**src/rcpw_pkg.sv**
```systemverilog
// Shared types and constants for the RC pulse width capture block.
package rcpw_pkg;

  localparam int NUM_CHANNELS = 6;

  localparam int CHANNEL_W = 3;
  localparam int TIME_W    = 32;
  localparam int WIDTH_W   = 16;

  localparam int IN_TDATA_W  = 40;
  localparam int OUT_TDATA_W = 24;

  localparam logic [WIDTH_W-1:0] MIN_WIDTH_RESET = 16'd1000;
  localparam logic [WIDTH_W-1:0] MAX_WIDTH_RESET = 16'd2000;

  typedef enum logic {
    CFG_MIN_WIDTH = 1'b0,
    CFG_MAX_WIDTH = 1'b1
  } cfg_index_t;

  typedef enum logic [1:0] {
    PH_UNKNOWN = 2'd0,
    PH_LOW     = 2'd1,
    PH_HIGH    = 2'd2
  } phase_t;

  typedef struct packed {
    logic [WIDTH_W-1:0] width;
    logic               clamped_low;
    logic               clamped_high;
  } clamp_result_t;

endpackage

```
**src/rcpw_width_calc.sv**
```systemverilog
// Pulse width from a rise and fall timestamp, clamped to the configured bounds.
module rcpw_width_calc (
  input  logic [rcpw_pkg::TIME_W-1:0]  fall_time,
  input  logic [rcpw_pkg::TIME_W-1:0]  rise_time,
  input  logic [rcpw_pkg::WIDTH_W-1:0] min_width,
  input  logic [rcpw_pkg::WIDTH_W-1:0] max_width,
  output rcpw_pkg::clamp_result_t      result
);
  import rcpw_pkg::*;

  logic [TIME_W-1:0] diff;
  logic [TIME_W-1:0] raised;
  logic              below_min;
  logic              above_max;

  always_comb begin
    diff      = fall_time - rise_time;
    below_min = diff < TIME_W'(min_width);
    raised    = below_min ? TIME_W'(min_width) : diff;
    above_max = raised > TIME_W'(max_width);
    result.width        = above_max ? max_width : raised[WIDTH_W-1:0];
    result.clamped_low  = below_min;
    result.clamped_high = above_max;
  end

endmodule

```
**src/rc_pulse_width_capture.sv**
```systemverilog
// Top level of the RC pulse width capture block.
// Each request is a level change on one command channel with its microsecond timestamp, and
// each one returns exactly one result: the channel, whether a high pulse just ended, the
// channel's stored width and the clamp flags. A request is registered on entry and its result
// is registered in the output stage; one request can be taken every cycle while the output is
// not stalled by m_axis_tready. The per-channel phase, rise time and width are updated at the
// same edge that captures the result, so back-to-back requests on one channel see each other's effect.
module rc_pulse_width_capture (
  input  logic                                 clk,
  input  logic                                 rst,
  input  logic                                 s_axis_tvalid,
  output logic                                 s_axis_tready,
  // channel[2:0], pin_level[3], time_us[35:4], zero padding[39:36]
  input  logic [rcpw_pkg::IN_TDATA_W-1:0]      s_axis_tdata,
  output logic                                 m_axis_tvalid,
  input  logic                                 m_axis_tready,
  // out_channel[2:0], pulse_done[3], width[19:4], clamped_low[20], clamped_high[21], zero[23:22]
  output logic [rcpw_pkg::OUT_TDATA_W-1:0]     m_axis_tdata,
  input  logic                                 cfg_valid,
  output logic                                 cfg_ready,
  input  logic                                 cfg_index,
  input  logic [rcpw_pkg::WIDTH_W-1:0]         cfg_data
);
  import rcpw_pkg::*;

  logic [WIDTH_W-1:0] min_width;
  logic [WIDTH_W-1:0] max_width;

  logic                 in_valid;
  logic [CHANNEL_W-1:0] in_channel;
  logic                 in_level;
  logic [TIME_W-1:0]    in_time;

  phase_t             phase [NUM_CHANNELS];
  logic [TIME_W-1:0]  rise  [NUM_CHANNELS];
  logic [WIDTH_W-1:0] stored[NUM_CHANNELS];

  logic                 out_valid;
  logic [CHANNEL_W-1:0] out_channel;
  logic                 out_done;
  clamp_result_t        out_result;

  logic                 advance;
  logic                 in_range;
  phase_t               phase_cur;
  logic [TIME_W-1:0]    rise_cur;
  logic [WIDTH_W-1:0]   stored_cur;
  logic                 pulse_start;
  logic                 pulse_end;
  clamp_result_t        calc;
  clamp_result_t        result_next;

  assign cfg_ready = 1'b1;

  always_ff @(posedge clk) begin
    if (rst) begin
      min_width <= MIN_WIDTH_RESET;
      max_width <= MAX_WIDTH_RESET;
    end else if (cfg_valid) begin
      case (cfg_index_t'(cfg_index))
        CFG_MIN_WIDTH: min_width <= cfg_data;
        CFG_MAX_WIDTH: max_width <= cfg_data;
        default: ;
      endcase
    end
  end

  assign advance       = in_valid && (!out_valid || m_axis_tready);
  assign s_axis_tready = !in_valid || advance;

  always_ff @(posedge clk) begin
    if (rst) begin
      in_valid <= 1'b0;
    end else if (s_axis_tready) begin
      in_valid <= s_axis_tvalid;
    end
  end

  always_ff @(posedge clk) begin
    if (s_axis_tvalid && s_axis_tready) begin
      in_channel <= s_axis_tdata[CHANNEL_W-1:0];
      in_level   <= s_axis_tdata[CHANNEL_W];
      in_time    <= s_axis_tdata[CHANNEL_W+1 +: TIME_W];
    end
  end

  always_comb begin
    in_range   = int'(in_channel) < NUM_CHANNELS;
    phase_cur  = PH_UNKNOWN;
    rise_cur   = '0;
    stored_cur = '0;
    if (in_range) begin
      phase_cur  = phase[in_channel];
      rise_cur   = rise[in_channel];
      stored_cur = stored[in_channel];
    end
  end

  rcpw_width_calc u_width_calc (
    .fall_time (in_time),
    .rise_time (rise_cur),
    .min_width (min_width),
    .max_width (max_width),
    .result    (calc)
  );

  always_comb begin
    pulse_start = 1'b0;
    pulse_end   = 1'b0;
    if (in_range) begin
      case (phase_cur)
        PH_HIGH: pulse_end   = !in_level;
        default: pulse_start = in_level;
      endcase
    end
  end

  always_comb begin
    result_next = '0;
    if (pulse_end) begin
      result_next = calc;
    end else if (in_range) begin
      result_next.width = stored_cur;
    end
  end

  always_ff @(posedge clk) begin
    if (rst) begin
      for (int i = 0; i < NUM_CHANNELS; i++) begin
        phase[i]  <= PH_UNKNOWN;
        stored[i] <= '0;
      end
    end else if (advance) begin
      if (pulse_start) begin
        phase[in_channel] <= PH_HIGH;
      end else if (pulse_end) begin
        phase[in_channel]  <= PH_LOW;
        stored[in_channel] <= calc.width;
      end
    end
  end

  always_ff @(posedge clk) begin
    if (advance && pulse_start) begin
      rise[in_channel] <= in_time;
    end
  end

  always_ff @(posedge clk) begin
    if (rst) begin
      out_valid <= 1'b0;
    end else if (advance) begin
      out_valid <= 1'b1;
    end else if (m_axis_tready) begin
      out_valid <= 1'b0;
    end
  end

  always_ff @(posedge clk) begin
    if (advance) begin
      out_channel <= in_channel;
      out_done    <= pulse_end;
      out_result  <= result_next;
    end
  end

  assign m_axis_tvalid = out_valid;
  assign m_axis_tdata  = {2'b00, out_result.clamped_high, out_result.clamped_low,
                          out_result.width, out_done, out_channel};

endmodule
```
**config.mk**
```make
export PLATFORM = sky130hd
export DESIGN_NAME = rc_pulse_width_capture
export DESIGN_NICKNAME = d
export VERILOG_FILES = /design/src/rcpw_pkg.sv /design/src/rcpw_width_calc.sv /design/src/rc_pulse_width_capture.sv
export SDC_FILE = /design/constraint.sdc
export NUM_CORES = 1
export LEC_CHECK = 0
export BUFFER_PORTS_ARGS = -buffer_cell sky130_fd_sc_hd__buf_4
export CAP_MARGIN = 20
export CORE_MARGIN = 3
export CORE_UTILIZATION = 39
export CTS_CLUSTER_SIZE = 24
export DETAILED_ROUTE_END_ITERATION = 10
export HOLD_SLACK_MARGIN = 0.08
export RECOVER_POWER = 100
export SLEW_MARGIN = 40
export SYNTH_ARGS = -nofsm -noshare
export SYNTH_HDL_FRONTEND = slang
export SYNTH_SLANG_ARGS = --single-unit
```
**constraint.sdc**
```tcl
create_clock -name clk -period 21.5 [get_ports clk]
set_clock_uncertainty 0.05 [all_clocks]
set_input_delay 4.3 -clock clk [delete_from_list [all_inputs] [get_ports clk]]
set_output_delay 4.3 -clock clk [all_outputs]
set_load 0.01 [all_outputs]
```
==> reports/qor.csv <==
metric;value;unit
status;complete, but fails checks;
violations;max-capacitance violations, max-slew violations;
max_slew_margin;-1.38;
vias_per_cell;5.63;
yosysWarnings;0;
antenna_found_initial;0;
core_area;0.0517;sq mm
diodes;0;
wirelength;51300;um
fmax;0.0689;GHz
die_area;0.0556;sq mm
numCtsBuffers;46;
die_h;236;um
place_hpwl;33600;um
dpl_cell_area;0.0221;sq mm
worst-setup-path-type;flop to flop;
final_cell_mix;edfxtp_1 (394), a21oi_1 (176), nand2_1 (139), o21ai_0 (68), nor2_1 (67);
synth_area_per_cell;13.4;sq um
port_buffers;81;
stdcell_area;0.0233;sq mm
ant_nets;0;
fin_tns_setup;0;ps
overflow;0;
ir_drop;0.0545;mV
crit_fanout;45;
synth_top_area_cell;edfxtp_1;
start_util;0.398;
ys.flop_type;edfxtp_1;
stdcell_count;2353;
rsz0062_at_grt;no;
ys_seq_area_frac;0.611;
worst_path_dominant_cell_family;buffers and inverters;
endpoint_kind;flop;
io_pins;89;
synth_edf_count;394;
min_path_type;flop to flop;
hold_viol;0;
hold_buffers;0;
place.gp.congestion;0.889;
grt_pass1_vias;13400;
start_kind;flop;
cts_root_buf;clkbuf_16;
drtIter0Drc;1012;
insertion_delay;570;ps
synthArstFlopShare;0;
synthTopCellsByArea;edfxtp_1 (57%), mux4_2 (7.0%), a21oi_1 (4.3%);
fin_util;0.450;
h-tree-depth;2;
vias;13300;
crit_slowest_cell;clkbuf_1;
cts_sinks;431;
num_rows;83;
period_needed;14520;ps
dr.pass1.iters;5;
wl_per_cell;21.8;um
cts_resized;0;
grt_max_degree;46;
final_common_cell;edfxtp_1;
syn_inst;1538;
gr-usage-all-layers;0.183;
fin_crit_sh;0.675;
finalPower;2.08;mW
cp.arrival;14710;ps
fin_nets;1764;
netlist_area;0.0206;sq mm
drc;0;
ys_ff_latch;431;
clockBufferDepth;3;
tightest_slew;3570;ps
syn_to_final_growth;13.1;%
netlist.area_leader.share;0.575;
drv_cap;13;
die_w;236;um
grt_pass1_wl;79300;um
slew_violations;388;
cts_tree;yes;
dp.cells;2271;
path_common_cell;a21oi_1;
holdWs;422;ps
place_ws;11630;ps
cpPeakStageDelay;2620;ps
p_per_area;89.3;mW/mm^2
yosysUniqueCellTypes;77;
worstPathRequired;21690;ps
path_buf_inv;2;
setup-violations-final;0;
drive_gt1_frac;0.155;
fin_ws;6980;ps
p_leak;8.03;nW
post_cts_buffers;0;
clk_pin_slew;60;ps
[worst register-to-register path, cell delays in order (launching register included)]
cell and delay [ps]:
dfxtp_1 1580, clkbuf_1 2050, clkbuf_1 2670, mux4_2 760
o211ai_1 180, ha_1 400, a21oi_1 320, o21ai_0 200
nor2_1 140, a31oi_1 200, o311a_1 420, nor4_2 560
nand3_1 700, nand2b_1 680, a21oi_1 290, ha_1 270
nor2b_1 140, o21a_1 160, o21a_1 160, o21a_1 160
o21ai_0 160, a21oi_1 130, o31ai_2 270, nand3_2 700
o21ai_1 690, a21oi_1 180
[cell type report]
class,instances,area (sq um)
fill,4767,28400
sequential,431,12600
multi-input combinational,1003,7600
clock buffer,64,1280
tap,680,851
timing repair buffer,105,623
inverter,52,195
clock inverter,18,138
[cell families after synthesis]
family	after synthesis	synth area share
and+or+nand+nor	355	0.0874
DFF	431	0.611
muxes	131	0.104
buffers and inverters	141	0.0287
xor gates and xnor gates	20	0.00851
AOI/OAI and AO/OA	395	0.122
other	2	0.000365
adders and majority gates	63	0.0387
[synth_stat cells, drive strengths merged (4+ instances only)]
master,count
a211oi,8
a21o,15
a21oi,179
a31oi,4
and2,5
and3,4
buf,31
clkbuf,58
dfxtp,37
edfxtp,394
ha,62
inv,52
mux2,17
mux2i,50
mux4,64
nand2,139
nand2b,10
nand3,31
nand4,24
nor2,71
nor2b,10
nor3,29
nor4,9
o211ai,40
o21a,11
o21ai,95
o221ai,4
o32ai,15
or2,4
or3,6
xnor2,13
xor2,7
[state kept, by name (all words and copies together) (netlist names), named ones only]
name,flops
out_done,1
in_time,32
in_level,1
out_channel,3
in_valid,1
rise,192
min_width,16
m_axis_tvalid,1
stored,128
in_channel,3
max_width,16
phase,16
m_axis_tdata,18
[final timing paths]
kind	from	cells past startpoint	slack (ps)	end
worst min register to register	min_width[2]	2	420	min_width[2]
worst min-delay path	min_width[2]	2	420	min_width[2]
worst max register to register	flop	25	6980	stored[5][1]
worst max-delay path	flop	25	6980	stored[5][1]
[where the power goes]
part           switching [mW]  leakage, nW  internal (mW)
Sequential             0.0220         4.09          0.939
Clock                   0.320        0.695          0.439
Combinational           0.221         3.25          0.137
Total                   0.564         8.03           1.52
[layer usage]
layer | global-route usage | vias to the layer above | wire (um)
met4 | 0.0430 | 0 | 925
met3 | 0.0361 | 69 | 3570
li1 | - | 6120 | -
met1 | 0.257 | 6611 | 23000
met2 | 0.293 | 452 | 23800
met5 | 0 | - | 0
Power figures use the tool's default switching activity.
